`src/rtl/core/dqi_pkg.sv`:
```
// Package for the indexed double-ended queue: sizes, request and status codes,
// and the operation record passed from the front part to the back part.
// No dependencies.
`timescale 1ns / 1ps

package dqi_pkg;

    // Ring geometry; DEPTH is a power of two so slot arithmetic wraps by truncation
    localparam int DEPTH  = 256;
    localparam int ADDR_W = $clog2(DEPTH);
    localparam int CNT_W  = $clog2(DEPTH + 1);
    localparam int DATA_W = 32;
    localparam int POS_W  = 8;
    localparam int REQ_W  = 3;
    localparam int STAT_W = 2;

    // Request codes
    localparam logic [REQ_W-1:0] REQ_PUSH_FRONT = 3'd0;
    localparam logic [REQ_W-1:0] REQ_PUSH_BACK  = 3'd1;
    localparam logic [REQ_W-1:0] REQ_POP_FRONT  = 3'd2;
    localparam logic [REQ_W-1:0] REQ_POP_BACK   = 3'd3;
    localparam logic [REQ_W-1:0] REQ_FIRST      = 3'd4;
    localparam logic [REQ_W-1:0] REQ_LAST       = 3'd5;
    localparam logic [REQ_W-1:0] REQ_READ_POS   = 3'd6;

    // Status codes
    localparam logic [STAT_W-1:0] ST_OK    = 2'd0;
    localparam logic [STAT_W-1:0] ST_EMPTY = 2'd1;
    localparam logic [STAT_W-1:0] ST_FULL  = 2'd2;
    localparam logic [STAT_W-1:0] ST_RANGE = 2'd3;

    localparam logic [CNT_W-1:0] COUNT_FULL = CNT_W'(DEPTH);

    // One classified request: memory action plus the answer fields known up front
    typedef struct packed {
        logic              wr;
        logic              rd;
        logic [ADDR_W-1:0] addr;
        logic [DATA_W-1:0] wdata;
        logic [STAT_W-1:0] status;
        logic [CNT_W-1:0]  count;
    } dqi_op_t;

endpackage

```
`src/rtl/core/dqi_front.sv`:
```
// Front part: accepts requests, holds the front pointer and the count,
// and classifies each request into a memory operation. Depends on dqi_pkg.
`timescale 1ns / 1ps

module dqi_front (
    input  logic                         clk,
    input  logic                         rst_n,
    input  logic                         take,
    input  logic [dqi_pkg::REQ_W-1:0]    req_type,
    input  logic [dqi_pkg::DATA_W-1:0]   entry_data,
    input  logic [dqi_pkg::POS_W-1:0]    position,
    output dqi_pkg::dqi_op_t             op
);
    import dqi_pkg::*;

    logic [ADDR_W-1:0] front_reg;
    logic [ADDR_W-1:0] front_next;
    logic [CNT_W-1:0]  count_reg;
    logic [CNT_W-1:0]  count_next;
    logic [ADDR_W-1:0] last_slot;
    logic              is_empty;
    logic              is_full;

    assign is_empty  = (count_reg == '0);
    assign is_full   = (count_reg == COUNT_FULL);
    assign last_slot = front_reg + count_reg[ADDR_W-1:0] - ADDR_W'(1);

    // Classify the request and work out the new pointer and count
    always_comb
    begin
        front_next = front_reg;
        count_next = count_reg;
        op.wr      = 1'b0;
        op.rd      = 1'b0;
        op.addr    = front_reg;
        op.wdata   = entry_data;
        op.status  = ST_OK;
        unique case (req_type)
            REQ_PUSH_FRONT:
            begin
                if (is_full)
                    op.status = ST_FULL;
                else
                begin
                    front_next = front_reg - ADDR_W'(1);
                    op.addr    = front_next;
                    op.wr      = 1'b1;
                    count_next = count_reg + CNT_W'(1);
                end
            end
            REQ_PUSH_BACK:
            begin
                if (is_full)
                    op.status = ST_FULL;
                else
                begin
                    op.addr    = front_reg + count_reg[ADDR_W-1:0];
                    op.wr      = 1'b1;
                    count_next = count_reg + CNT_W'(1);
                end
            end
            REQ_POP_FRONT, REQ_FIRST:
            begin
                if (is_empty)
                    op.status = ST_EMPTY;
                else
                begin
                    op.rd = 1'b1;
                    if (req_type == REQ_POP_FRONT)
                    begin
                        front_next = front_reg + ADDR_W'(1);
                        count_next = count_reg - CNT_W'(1);
                    end
                end
            end
            REQ_POP_BACK, REQ_LAST:
            begin
                if (is_empty)
                    op.status = ST_EMPTY;
                else
                begin
                    op.addr = last_slot;
                    op.rd   = 1'b1;
                    if (req_type == REQ_POP_BACK)
                        count_next = count_reg - CNT_W'(1);
                end
            end
            REQ_READ_POS:
            begin
                if (is_empty)
                    op.status = ST_EMPTY;
                else if (CNT_W'(position) >= count_reg)
                    op.status = ST_RANGE;
                else
                begin
                    op.addr = front_reg + ADDR_W'(position);
                    op.rd   = 1'b1;
                end
            end
            default:
            begin
                // unused code: no action, report the count as is
            end
        endcase
        op.count = count_next;
    end

    // Advance pointer and count on each transfer
    always_ff @(posedge clk or negedge rst_n)
    begin
        if (!rst_n)
        begin
            front_reg <= '0;
            count_reg <= '0;
        end
        else if (take)
        begin
            front_reg <= front_next;
            count_reg <= count_next;
        end
    end

endmodule

```
`config.mk`:
```
export PLATFORM = sky130hd
export DESIGN_NAME = dqi_front
export DESIGN_NICKNAME = d
export VERILOG_FILES = /design/src/rtl/core/dqi_pkg.sv /design/src/rtl/core/dqi_front.sv
export SDC_FILE = /design/constraint.sdc
export NUM_CORES = 1
export LEC_CHECK = 0
export BUFFER_PORTS_ARGS = -buffer_cell sky130_fd_sc_hd__buf_2
export CORE_MARGIN = 5
export CORE_UTILIZATION = 40
export DETAILED_ROUTE_END_ITERATION = 6
export PLACE_DENSITY = 0.68
export SYNTH_ARGS = -nofsm -noshare
export SYNTH_HDL_FRONTEND = slang
export SYNTH_SLANG_ARGS = --single-unit
```
`constraint.sdc`:
```
create_clock -name clk -period 3 [get_ports clk]
set_input_delay 0.15 -clock clk [delete_from_list [all_inputs] [get_ports clk]]
set_output_delay 0.15 -clock clk [all_outputs]
set_load 0.02 [all_outputs]
```
==> impl_metrics.json <==
{
  "status": "finished with violations",
  "violations": "setup timing",
  "comb_power_share": 0.853,
  "drv_slew": 0,
  "setup_tns_ns": -0.110,
  "place_area_mm2": 0.00331,
  "crit_path_start_kind": "register",
  "synth_top_family_by_area": "compound AO/OA/AOI/OAI gates",
  "sequentialPowerShare": 0.103,
  "power_frac_clock": 0.044,
  "synth_xor_area_frac": 0.107,
  "setup_ws_ns": -0.110,
  "worst_pin_slew_ns": 0.671,
  "drt-wirelength-per-cell_um": 17.7,
  "yosysWarnings": 0,
  "rsz0062_at_grt": "true",
  "fill_cells": 741,
  "place_ws_ns": -0.0656,
  "netlist_instances": 412,
  "clk_latency_ns": 0.27,
  "avgSynthCellArea_um2": 7.44,
  "diodes": 0,
  "clock-sinks": 17,
  "numPortBuffers": 34,
  "power_density_mw_per_mm2": 1250,
  "synth_compound_gate_area_share": 0.247,
  "pin_count": 99,
  "yosysSeqAreaShare": 0.139,
  "synth_edf_count": 0,
  "hold_viol": 0,
  "syn_nets": 487,
  "fp-row-count": 32,
  "worstPathRequired_ns": 2.85,
  "synth_cell_types": 64,
  "yosys.area_share.simple": 0.240,
  "dp.final_hpwl_um": 7530,
  "drive_above_1_share": 0.282,
  "fmax_mhz": 322,
  "ir_drop_mv": 0.607,
  "remaining_drc_errors": 0,
  "ys.flop_type": "dfrtp_1",
  "htreeDepth": 1,
  "final_cell_mix": "buf_4, nand2_1, buf_2",
  "area_growth_pct": 17.8,
  "clock-root-buffer": "clkbuf_8",
  "synthAdderAreaFrac": 0.123,
  "cp_slowest_cell": "or4b_1",
  "grt_first_pass_wirelength_um": 14800,
  "crit_path_max_incr_delay_ns": 0.48,
  "drtAntennaViolNets": 0,
  "cp_max_fo": 3,
  "critPathCaptureType": "output pin",
  "async_reset_ff_frac": 1.00,
  "largest_register_ff_count": 9,
  "grt_max_degree": 28,
  "gp_congestion": 0.938,
  "leakagePower_nw": 1.58,
  "ys_ff_latch": 17,
  "drv_cap": 0,
  "critPathKind": "reg -> out",
  "drt_wl_total_um": 9510,
  "synth_area_mm2": 0.00307,
  "dr.pass1.iters": 5,
  "initial_core_util": 0.403,
  "hold_slack_ns": 0.262,
  "num_vias": 3165,
  "period_share": 1.04,
  "final_common_cell": "buf_4",
  "cellInternalPower_mw": 2.19,
  "synth_mux_area_frac": 0.0139,
  "setup_viol": 1,
  "core-area_mm2": 0.00761,
  "viasPerCell": 5.88,
  "overflow": 0,
  "reg2reg_slack_ns": 0.50,
  "grt_usage": 0.189,
  "max_slew_margin": 0.551,
  "finalNetCount": 512,
  "period_needed_ns": 3.11,
  "power_switching_mw": 2.30,
  "drt-initial-drc-count": 259,
  "die_h_um": 97.5,
  "antenna_found_initial": 0,
  "finalClockSkew_ns": 0.0108,
  "clk_path_buf_depth": 2,
  "path_clk_slew_ns": 0.09,
  "post-route-util": 0.475,
  "numCtsBuffers": 3,
  "cts_tree": "yes",
  "grt_pass1_vias": 2919,
  "worstPathCellList": "ha_2 -> fa_2 -> a211oi_4 -> o21bai_2 -> a221oi_2 -> o211ai_1 -> xnor2_1 -> nor2_1 -> or4b_1 -> buf_6",
  "arrival_ns": 2.96,
  "switching_share": 0.512,
  "die_w_um": 97.5,
  "hold_class": "in -> reg",
  "fin_area_mm2": 0.00361,
  "dieArea_mm2": 0.00951
}
==> power groups by stage <==
stage	Clock [mW]	Combinational, mW	Sequential [mW]
2_1_floorplan	0	2.26	0.436
3_3_place_gp	0	3.17	0.446
3_5_place_dp	0	3.22	0.453
4_1_cts	0.195	3.41	0.468
5_1_grt	0.205	4.13	0.477
6_report	0.198	3.83	0.463
==> logic make-up (layout without fill, tap and decap cells) <==
| kind of cell | count (synthesis) | count (layout) |
|---|---|---|
| fa+ha+maj | 29 | 29 |
| simple gates | 138 | 138 |
| mux | 4 | 4 |
| xor+xnor | 35 | 35 |
| buf+inv | 73 | 97 |
| flops | 17 | 17 |
| compound gates | 116 | 116 |
==> final cells by class <==
| cell class | count | area (um^2) | share of cell area |
|---|---|---|---|
| Clock buffer | 3 | 41.3 | 0.0114 |
| Clock inverter | 1 | 5.00 | 0.00139 |
| Inverter | 19 | 71.3 | 0.0198 |
| Multi-Input combinational cell | 322 | 2430 | 0.675 |
| Sequential cell | 17 | 429 | 0.119 |
| Tap cell | 102 | 128 | 0.0354 |
| Timing Repair Buffer | 74 | 500 | 0.139 |
==> synth_stat cells (all sizes together) (3+ instances only) <==
master   n  area share
nand2   38       0.047
buf     37       0.086
a21oi   31       0.051
ha      27        0.11
nor2    25       0.031
o21ai   24       0.039
xnor2   21       0.062
inv     19       0.023
clkbuf  17       0.021
dfrtp   17        0.14
nand3   13       0.021
xor2    13       0.037
nand4    8       0.016
nor3     8       0.015
o211ai   8       0.020
a21o     7       0.017
and3     7       0.014
a31oi    5       0.010
nor2b    5       0.010
nor4     5       0.015
or4      5       0.013
a211oi   4      0.0098
and2     4      0.0082
nand2b   4      0.0082
o21a     4      0.0098
o21bai   4      0.0098
a221oi   3      0.0086
nor4b    3      0.0086
o22ai    3      0.0061
or3      3      0.0061
==> through the flow <==
stage	cells	power, mW
global placement	529	3.62
detailed placement	529	3.67
finish	538	4.49
floorplan	412	2.69
CTS	536	4.07
global route	538	4.81
==> worst paths after layout <==
kind	from	endpoint	cells after the start
hold reg to reg	count_reg[4]$_DFFE_PN0P_	count_reg[4]$_DFFE_PN0P_	1
setup reg to reg	count_reg[3]$_DFFE_PN0P_	front_reg[4]$_DFFE_PN0P_	7
min in group asynchronous	rst_n	count_reg[8]$_DFFE_PN0P_	2
max in group asynchronous	rst_n	count_reg[4]$_DFFE_PN0P_	2
hold / removal	take	count_reg[8]$_DFFE_PN0P_	3
setup / recovery	front_reg[0]$_DFFE_PN0P_	op[50]	10
==> timing repair <==
item                                    CTS  global route
pin swaps                                11            16
endpoints found under the setup margin    7             8
hold buffers                              1             0
setup buffers                             2             5
endpoints found under the hold margin    17             0
gates resized for setup                  16            36
==> worst max-delay path, delay by kind of cell (launching register included) <==
| family | cells | cell delay (ns) |
|---|---|---|
| DFF | 1 | 0.40 |
| and+or+nand+nor | 2 | 0.54 |
| buffers and inverters | 1 | 0.15 |
| adders and majority gates | 2 | 0.57 |
| AOI/OAI and AO/OA | 4 | 0.84 |
| xor gates and xnor gates | 1 | 0.18 |
==> per-layer routing <==
| layer | global-route usage | part of all wire | vias to the layer above |
|---|---|---|---|
| li1 | - | - | 1516 |
| met1 | 0.255 | 0.43 | 1467 |
| met2 | 0.307 | 0.46 | 157 |
| met3 | 0.0337 | 0.091 | 25 |
| met4 | 0.0522 | 0.025 | 0 |
| met5 | 0 | 0 | - |
Power figures use the tool's default switching activity.
