$ cat src/rtl/core/dqi_pkg.sv
// Package for the indexed double-ended queue: sizes, request and status codes,
// and the operation record passed from the front part to the back part.
// No dependencies.
`timescale 1ns / 1ps

package dqi_pkg;

    // Ring geometry; DEPTH is a power of two so slot arithmetic wraps by truncation
    localparam int DEPTH  = 256;
    localparam int ADDR_W = $clog2(DEPTH);
    localparam int CNT_W  = $clog2(DEPTH + 1);
    localparam int DATA_W = 32;
    localparam int POS_W  = 8;
    localparam int REQ_W  = 3;
    localparam int STAT_W = 2;

    // Request codes
    localparam logic [REQ_W-1:0] REQ_PUSH_FRONT = 3'd0;
    localparam logic [REQ_W-1:0] REQ_PUSH_BACK  = 3'd1;
    localparam logic [REQ_W-1:0] REQ_POP_FRONT  = 3'd2;
    localparam logic [REQ_W-1:0] REQ_POP_BACK   = 3'd3;
    localparam logic [REQ_W-1:0] REQ_FIRST      = 3'd4;
    localparam logic [REQ_W-1:0] REQ_LAST       = 3'd5;
    localparam logic [REQ_W-1:0] REQ_READ_POS   = 3'd6;

    // Status codes
    localparam logic [STAT_W-1:0] ST_OK    = 2'd0;
    localparam logic [STAT_W-1:0] ST_EMPTY = 2'd1;
    localparam logic [STAT_W-1:0] ST_FULL  = 2'd2;
    localparam logic [STAT_W-1:0] ST_RANGE = 2'd3;

    localparam logic [CNT_W-1:0] COUNT_FULL = CNT_W'(DEPTH);

    // One classified request: memory action plus the answer fields known up front
    typedef struct packed {
        logic              wr;
        logic              rd;
        logic [ADDR_W-1:0] addr;
        logic [DATA_W-1:0] wdata;
        logic [STAT_W-1:0] status;
        logic [CNT_W-1:0]  count;
    } dqi_op_t;

endpackage

$ cat src/rtl/core/dqi_fifo.sv
// Two-entry queue of classified operations between front and back parts.
// Depends on dqi_pkg.
`timescale 1ns / 1ps

module dqi_fifo (
    input  logic              clk,
    input  logic              rst_n,
    input  logic              push,
    input  dqi_pkg::dqi_op_t  push_op,
    output logic              full,
    output logic              valid,
    input  logic              pop,
    output dqi_pkg::dqi_op_t  pop_op
);
    import dqi_pkg::*;

    dqi_op_t     slot_reg [2];
    logic        wr_ptr_reg;
    logic        rd_ptr_reg;
    logic [1:0]  fill_reg;
    logic [1:0]  fill_next;
    logic        do_push;
    logic        do_pop;

    assign full    = (fill_reg == 2'd2);
    assign valid   = (fill_reg != 2'd0);
    assign do_push = push && !full;
    assign do_pop  = pop && valid;
    assign pop_op  = slot_reg[rd_ptr_reg];

    always_comb
    begin
        fill_next = fill_reg;
        if (do_push && !do_pop)
            fill_next = fill_reg + 2'd1;
        else if (do_pop && !do_push)
            fill_next = fill_reg - 2'd1;
    end

    // Hold the payload of each transfer in
    always_ff @(posedge clk)
    begin
        if (do_push)
            slot_reg[wr_ptr_reg] <= push_op;
    end

    // Advance pointers and fill level
    always_ff @(posedge clk or negedge rst_n)
    begin
        if (!rst_n)
        begin
            wr_ptr_reg <= 1'b0;
            rd_ptr_reg <= 1'b0;
            fill_reg   <= 2'd0;
        end
        else
        begin
            if (do_push)
                wr_ptr_reg <= ~wr_ptr_reg;
            if (do_pop)
                rd_ptr_reg <= ~rd_ptr_reg;
            fill_reg <= fill_next;
        end
    end

endmodule

$ cat config.mk
export PLATFORM = sky130hd
export DESIGN_NAME = dqi_fifo
export DESIGN_NICKNAME = d
export VERILOG_FILES = /design/src/rtl/core/dqi_pkg.sv /design/src/rtl/core/dqi_fifo.sv
export SDC_FILE = /design/constraint.sdc
export NUM_CORES = 1
export LEC_CHECK = 0
export ABC_AREA = 1
export BUFFER_PORTS_ARGS = -buffer_cell sky130_fd_sc_hd__buf_2
export CAP_MARGIN = 20
export CORE_MARGIN = 4
export CORE_UTILIZATION = 56
export DETAILED_ROUTE_END_ITERATION = 7
export PLACE_DENSITY = 0.95
export SYNTH_ARGS = -nofsm -noshare
export SYNTH_HDL_FRONTEND = slang
export SYNTH_SLANG_ARGS = --single-unit
export TNS_END_PERCENT = 1
$ cat constraint.sdc
create_clock -name clk -period 7.85 [get_ports clk]
set_input_delay 1.9625 -clock clk [delete_from_list [all_inputs] [get_ports clk]]
set_output_delay 1.9625 -clock clk [all_outputs]
set_load 0.05 [all_outputs]
==> impl_metrics.py, run 1 <==
metrics = {
    "synthesis": {
        "synthArstFlopShare": 0.0364,
        "synth_flop_cell": "edfxtp_1",
        "synthCells": 308,
        "syn_nets": 366,
        "synth_top_area_share": 0.772,
        "syn_area_mm2": 0.00413,
        "synthTopCellsByCount": "nand2_1 (168), edfxtp_1 (106), buf_6 (6), inv_1 (6), buf_4 (5)",
        "synth_edf_count": 106,
        "yosys-top-cells-area": "edfxtp_1 (77%), nand2_1 (15%), dfrtp_1 (2.4%)",
        "yosysSeqAreaShare": 0.796,
        "ys_warn_count": 0,
        "synth_cell_types": 16,
        "ys_seq_elements": 110,
        "synth_top_cell_by_area": "edfxtp_1",
        "yosysMostFrequentCell": "nand2_1",
        "syn_avg_cell_area_um2": 13.4,
    },
    "timing": {
        "final-setup-viol-count": 0,
        "drv_slew": 0,
        "hold_ws_ns": 0.523,
        "fin_skew_ns": 0.00775,
        "worst_pin_slew_ns": 0.989,
        "relSlewSlack": 0.341,
        "clock.fmax_ghz": 0.239,
        "finalCritPeriodShare": 0.532,
        "tns_ns": 0,
        "hold_violations": 0,
        "rsz0062_at_grt": "no",
        "layout_min_cycle_time_ns": 4.18,
    },
    "finish": {
        "drive_above_1_share": 0.319,
        "finish.net_count": 479,
        "largest_reg_flops": 106,
        "antenna_cells": 0,
        "synthToLayoutAreaGrowth_pct": 20.0,
        "fill_cells": 514,
    },
    "status": {
        "status": "completed",
    },
    "worst_setup_path": {
        "startpoint_type": "flop",
        "reg2regPathDepth": 6,
        "crit_arrival_ns": 2.22,
        "worstPathRequired_ns": 5.89,
        "regToRegSetupSlack_ns": 6.03,
        "cpPeakStageDelay_ns": 1.02,
        "cp_slowest_cell": "dfrtp_2",
        "rr_endpoint": "slot_reg[0][9]$_DFFE_PP_",
        "crit_top_cell": "nand2_1",
        "cp_max_fo": 55,
        "critPathCaptureType": "primary output",
        "r2r_start": "fill_reg[1]$_DFFE_PN0P_",
        "cp_cell_sequence": "inv_6, nand2_1, nand2_1, buf_2",
        "path_delay_family": "flip-flops",
        "path_depth": 4,
        "critical_path_class": "reg2out",
        "crit_buf_inv": 2,
    },
    "cts": {
        "root_buffer": "clkbuf_8",
        "cts_sinks": 110,
        "cts_resized": 0,
        "htreeDepth": 3,
        "postCtsSetupBuffers": 0,
        "cts_tree": "yes",
        "clockBufferDepth": 2,
        "clk_latency_ns": 0.35,
        "clkTransAtPathRegs_ns": 0.09,
        "hold_buffers": 0,
        "cts_buffers": 9,
    },
    "drt": {
        "detail-route-antenna-nets": 0,
        "drt_iter0_drc": 141,
        "first_pass_iters": 5,
        "wl_um": 7460,
        "drcViolationCount": 0,
        "num_vias": 2561,
        "vias_per_cell": 4.88,
        "drt-wirelength-per-cell_um": 14.2,
    },
    "die": {
        "start_util": 0.572,
        "ios": 112,
        "rows": 31,
        "core_area_mm2": 0.00721,
        "die_height_um": 93.8,
        "die_w_um": 93.8,
        "dieArea_mm2": 0.00880,
    },
    "global_route": {
        "grt_antenna_before_repair": 0,
        "grt_max_degree": 56,
        "grt_pass1_vias": 2556,
        "grt_pass1_wl_um": 11800,
        "overflow": 0,
        "grtUsageTotal": 0.176,
    },
    "hold_path": {
        "hold_class": "reg2reg",
        "worstHoldStart": "wr_ptr_reg$_DFFE_PN0N_",
        "hold_path_end": "wr_ptr_reg$_DFFE_PN0N_",
        "worstHoldPathCells": 2,
    },
    "placement": {
        "dp_hpwl_um": 4770,
        "portBuffers": 111,
        "routabilityCongestion": 0.645,
    },
    "run": {
        "maxCapViolations": 0,
    },
}
[stage by stage]
stage	setup WS, ns	area, µm²	std cells	utilization
6_report	3.67	4950	525	0.686
5_1_grt	3.46	4950	525	0.686
4_1_cts	3.64	4930	524	0.683
3_5_place_dp	4.04	4720	508	0.654
3_3_place_gp	4.07	4720	508	0.654
2_1_floorplan	3.10	4130	308	-
[worst max-delay path by stage]
stage                                       from                        to  slack [ns]
after floorplan                             push  slot_reg[1][0]$_DFFE_PP_        3.10
after global placement    rd_ptr_reg$_DFFE_PN0P_                pop_op[45]        4.07
after detailed placement  rd_ptr_reg$_DFFE_PN0P_                pop_op[29]        4.04
after CTS                 rd_ptr_reg$_DFFE_PN0P_                 pop_op[8]        3.64
after global routing      rd_ptr_reg$_DFFE_PN0P_                pop_op[19]        3.46
final                     rd_ptr_reg$_DFFE_PN0P_                pop_op[38]        3.67
[metal layers]
metal / wire length [µm] / GRT usage / up-vias
li1: - / - / 1257
met1: 2960 / 0.218 / 1216
met2: 4000 / 0.309 / 86
met3: 478 / 0.0361 / 2
met4: 23 / 0.0614 / 0
met5: 0 / 0 / -
[tightest hold or removal path, cell delays in order (launching register included)]
cell and delay [ns]:
dfrtp_1 0.36, nand2_1 0.06, nand2_1 0.07
[cells by family after synthesis]
logic type,count (synthesis),synth area share
AND/OR/NAND/NOR,176,0.164
flip-flops,110,0.796
buffers and inverters,19,0.0340
AO/OA/AOI/OAI,1,0.00121
XOR/XNOR,1,0.00212
adder cells (fa/ha/maj),1,0.00303
[layout by cell type, fill, tap and decap left out, drive strengths merged, types with 2 or more instances in the layout]
master / instances
nand2: 170
dfrtp: 4
clkbuf: 10
buf: 113
nor2: 3
bufinv: 2
inv: 8
nand3: 2
edfxtp: 106
clkinv: 4
[area by class of cell]
type                            count  area (µm²)  area share
Multi-Input combinational cell    179         709       0.143
Tap cell                           99         124      0.0250
Clock inverter                      6        86.3      0.0174
Sequential cell                   110        3280       0.664
Clock buffer                       10         128      0.0258
Inverter                            8        35.0     0.00708
Timing Repair Buffer              113         583       0.118
Power of run 1 is left out: the tool's default activity adds up to more than one toggle a clock period on the data nets, which glitch-free logic cannot reach.
==> run 2, diff against run 1 <==
--- a/config.mk
+++ b/config.mk
@@ -5,13 +5,13 @@
 export SDC_FILE = /design/constraint.sdc
 export NUM_CORES = 1
 export LEC_CHECK = 0
-export ABC_AREA = 1
+export ABC_AREA = 0
 export BUFFER_PORTS_ARGS = -buffer_cell sky130_fd_sc_hd__buf_2
 export CAP_MARGIN = 20
 export CORE_MARGIN = 4
-export CORE_UTILIZATION = 56
+export CORE_UTILIZATION = 47
 export DETAILED_ROUTE_END_ITERATION = 7
-export PLACE_DENSITY = 0.95
+export PLACE_DENSITY = 0.86
 export SYNTH_ARGS = -nofsm -noshare
 export SYNTH_HDL_FRONTEND = slang
 export SYNTH_SLANG_ARGS = --single-unit
==> constraint.sdc (replaced) <==
create_clock -name clk -period 3.7 [get_ports clk]
set_input_delay 0.925 -clock clk [delete_from_list [all_inputs] [get_ports clk]]
set_output_delay 0.925 -clock clk [all_outputs]
set_load 0.05 [all_outputs]
==> run 2 against run 1 <==
Sequential share of layout area decreased by 2.4 points. Non-clock buffer count up 3. Design area rose by 3.8%. Critical endpoint is now pop_op[43].
==> impl_metrics.py, run 2 <==
metrics = {
    "timing": {
        "drv_slew": 0,
        "tns_ns": 0,
        "fin_skew_ns": 0.00913,
        "final-setup-viol-count": 0,
        "relSlewSlack": 0.648,
        "layout_min_cycle_time_ns": 2.93,
        "worst_pin_slew_ns": 0.528,
        "rsz0062_at_grt": "no",
        "clock.fmax_ghz": 0.342,
        "hold_violations": 0,
        "finalCritPeriodShare": 0.791,
    },
    "global_route": {
        "grt_pass1_wl_um": 10000,
        "grtUsageTotal": 0.128,
        "grt-busiest-layer": "met2",
        "grt_use_met1": 0.152,
        "grt_max_degree": 30,
        "overflow": 0,
        "grt_antenna_before_repair": 1,
        "grt_pass1_vias": 2034,
        "gr-usage-met3": 0.0449,
        "grt_util_met2": 0.215,
    },
    "power": {
        "p_total_mw": 4.77,
        "pwr-share-comb": 0.442,
        "ir_drop_uv": 809,
        "pwr-share-seq": 0.391,
        "clockPowerShare": 0.167,
        "p_int_mw": 2.85,
        "power_density_mw_per_mm2": 928,
        "p_leak_nw": 2.08,
        "netSwitchingFraction": 0.403,
        "switchingPower_mw": 1.92,
    },
    "worst_setup_path": {
        "crit_end": "pop_op[43]",
        "critPathLaunch": "rd_ptr_reg$_DFFE_PN0P_",
        "crit_arrival_ns": 2.00,
        "worstPathRequired_ns": 2.77,
        "cp_cell_sequence": "buf_12, mux2_2, buf_2",
        "regToRegSetupSlack_ns": 2.05,
        "rr_endpoint": "slot_reg[0][46]$_DFFE_PP_",
        "cp_max_fo": 28,
        "critPathCaptureType": "primary output",
        "startpoint_type": "flop",
        "r2r_start": "fill_reg[0]$_DFFE_PN0P_",
        "reg2regPathDepth": 4,
        "critical_path_class": "reg2out",
        "cpPeakStageDelay_ns": 0.77,
        "cp_slowest_cell": "dfrtp_4",
    },
    "die": {
        "die_w_um": 103,
        "ios": 112,
        "die_height_um": 103,
        "start_util": 0.488,
        "rows": 34,
        "dieArea_mm2": 0.0107,
        "core_area_mm2": 0.00876,
    },
    "drt": {
        "drt-wirelength-per-cell_um": 16.1,
        "num_vias": 1983,
        "first_pass_iters": 4,
        "drcViolationCount": 0,
        "detail-route-antenna-nets": 0,
        "vias_per_cell": 4.77,
        "drt_iter0_drc": 33,
        "wl_um": 6690,
    },
    "finish": {
        "antenna_cells": 0,
        "synthToLayoutAreaGrowth_pct": 20.3,
        "mostFrequentLayoutCells": "buf_2 (111), edfxtp_1 (106), mux2_4 (49), clkbuf_8 (9)",
        "largest_reg_flops": 106,
        "drive_above_1_share": 0.601,
        "final_common_cell": "buf_2",
        "finish.net_count": 363,
    },
    "synthesis": {
        "ys_warn_count": 0,
        "synth_edf_count": 106,
        "yosysSeqAreaShare": 0.768,
        "synth_flop_cell": "edfxtp_1",
        "synthCells": 184,
        "synthArstFlopShare": 0.0364,
        "syn_area_mm2": 0.00427,
        "synth_cell_types": 15,
        "synth_top_cell_by_area": "edfxtp_1",
        "ys_seq_elements": 110,
        "syn_nets": 242,
        "yosysMostFrequentCell": "edfxtp_1",
        "yosys-top-cells-area": "edfxtp_1 (74%), mux2_4 (17%), buf_12 (2.3%)",
        "synth_top_area_share": 0.745,
        "synthTopCellsByCount": "edfxtp_1 (106), mux2_4 (49), buf_12 (5)",
        "syn_avg_cell_area_um2": 23.2,
    },
    "placement": {
        "portBuffers": 111,
        "dp_hpwl_um": 4780,
        "routabilityCongestion": 0.698,
    },
    "cts": {
        "cts_tree": "yes",
        "postCtsSetupBuffers": 0,
        "clkTransAtPathRegs_ns": 0.09,
        "clockBufferDepth": 2,
        "hold_buffers": 0,
        "clk_latency_ns": 0.34,
        "cts_sinks": 110,
        "root_buffer": "clkbuf_8",
        "cts_resized": 0,
        "cts_buffers": 9,
        "htreeDepth": 3,
    },
    "run": {
        "maxCapViolations": 0,
    },
    "hold_path": {
        "hold_class": "in2async",
    },
    "status": {
        "status": "completed",
    },
}
==> run 2: changes by cell type after synthesis, moves of 2 or more <==
| cell | before | now |
|---|---|---|
| xor2_1 | 0 | 2 |
| mux2_4 | 0 | 49 |
| buf_6 | 6 | 1 |
| nand2_2 | 2 | 0 |
| buf_12 | 0 | 5 |
| xnor2_1 | 1 | 3 |
| nor2_2 | 2 | 0 |
| mux2_2 | 0 | 4 |
| inv_1 | 6 | 2 |
| buf_4 | 5 | 0 |
| nand3_1 | 2 | 0 |
| nand2_1 | 168 | 2 |
==> run 2: stage by stage <==
step	std cells	util	hold WS (ns)	worst slack, ns	area [µm²]
floorplan	184	-	0.456	0.000710	4270
CTS	416	0.587	0.338	0.702	5140
detailed placement	402	0.561	0.483	1.11	4910
global route	416	0.587	0.328	0.656	5140
global placement	402	0.561	0.475	1.12	4910
finish	416	0.587	0.363	0.773	5140
==> run 2: how the worst min path moves through the flow <==
stage | from | to | slack [ns] | cells past startpoint
after floorplan | fill_reg[1]$_DFFE_PN0P_ | fill_reg[1]$_DFFE_PN0P_ | 0.46 | 1
after global placement | fill_reg[1]$_DFFE_PN0P_ | fill_reg[1]$_DFFE_PN0P_ | 0.48 | 1
after detailed placement | fill_reg[1]$_DFFE_PN0P_ | fill_reg[1]$_DFFE_PN0P_ | 0.48 | 1
after CTS | rst_n | wr_ptr_reg$_DFFE_PN0N_ | 0.34 | 1
after global routing | rst_n | rd_ptr_reg$_DFFE_PN0P_ | 0.33 | 1
final | rst_n | fill_reg[1]$_DFFE_PN0P_ | 0.36 | 1
==> run 2: layout make-up <==
class	count	area [µm²]
sequential	110	3290
inverter	2	7.51
clock buffer	10	128
multi-input combinational	66	880
fill	667	3620
timing repair buffer	116	606
tap	108	135
clock inverter	4	97.6
==> run 2: layer usage <==
metal | part of all wire | up-vias
met5 | 0.0010 | -
li1 | - | 953
met3 | 0.079 | 10
met2 | 0.51 | 65
met4 | 0.011 | 2
met1 | 0.40 | 953
==> run 2: cell families (layout without fill, tap and decap cells) <==
logic type    after synthesis  count (layout)  share of synthesized area
flops                     110             110                      0.768
xor+xnor                    5               5                     0.0103
fa+ha+maj                   1               1                    0.00293
buf+inv                     8             132                     0.0278
simple gates                7               7                    0.00791
mux                        53              53                      0.183
==> run 2: worst max-delay path, delay by kind of cell, from the launching register on <==
kind,cells,cell delay (ns)
buffers and inverters,2,0.49
flip-flops,1,0.77
multiplexers,1,0.35
==> run 2: power by group through the flow <==
stage / Sequential, mW / Clock [mW] / Combinational (mW)
finish: 1.87 / 0.796 / 2.11
global route: 1.90 / 0.866 / 2.22
CTS: 1.88 / 0.821 / 2.14
detailed placement: 1.91 / 0 / 2.14
global placement: 1.88 / 0 / 2.12
floorplan: 1.80 / 0 / 1.92
Power figures use the tool's default switching activity.
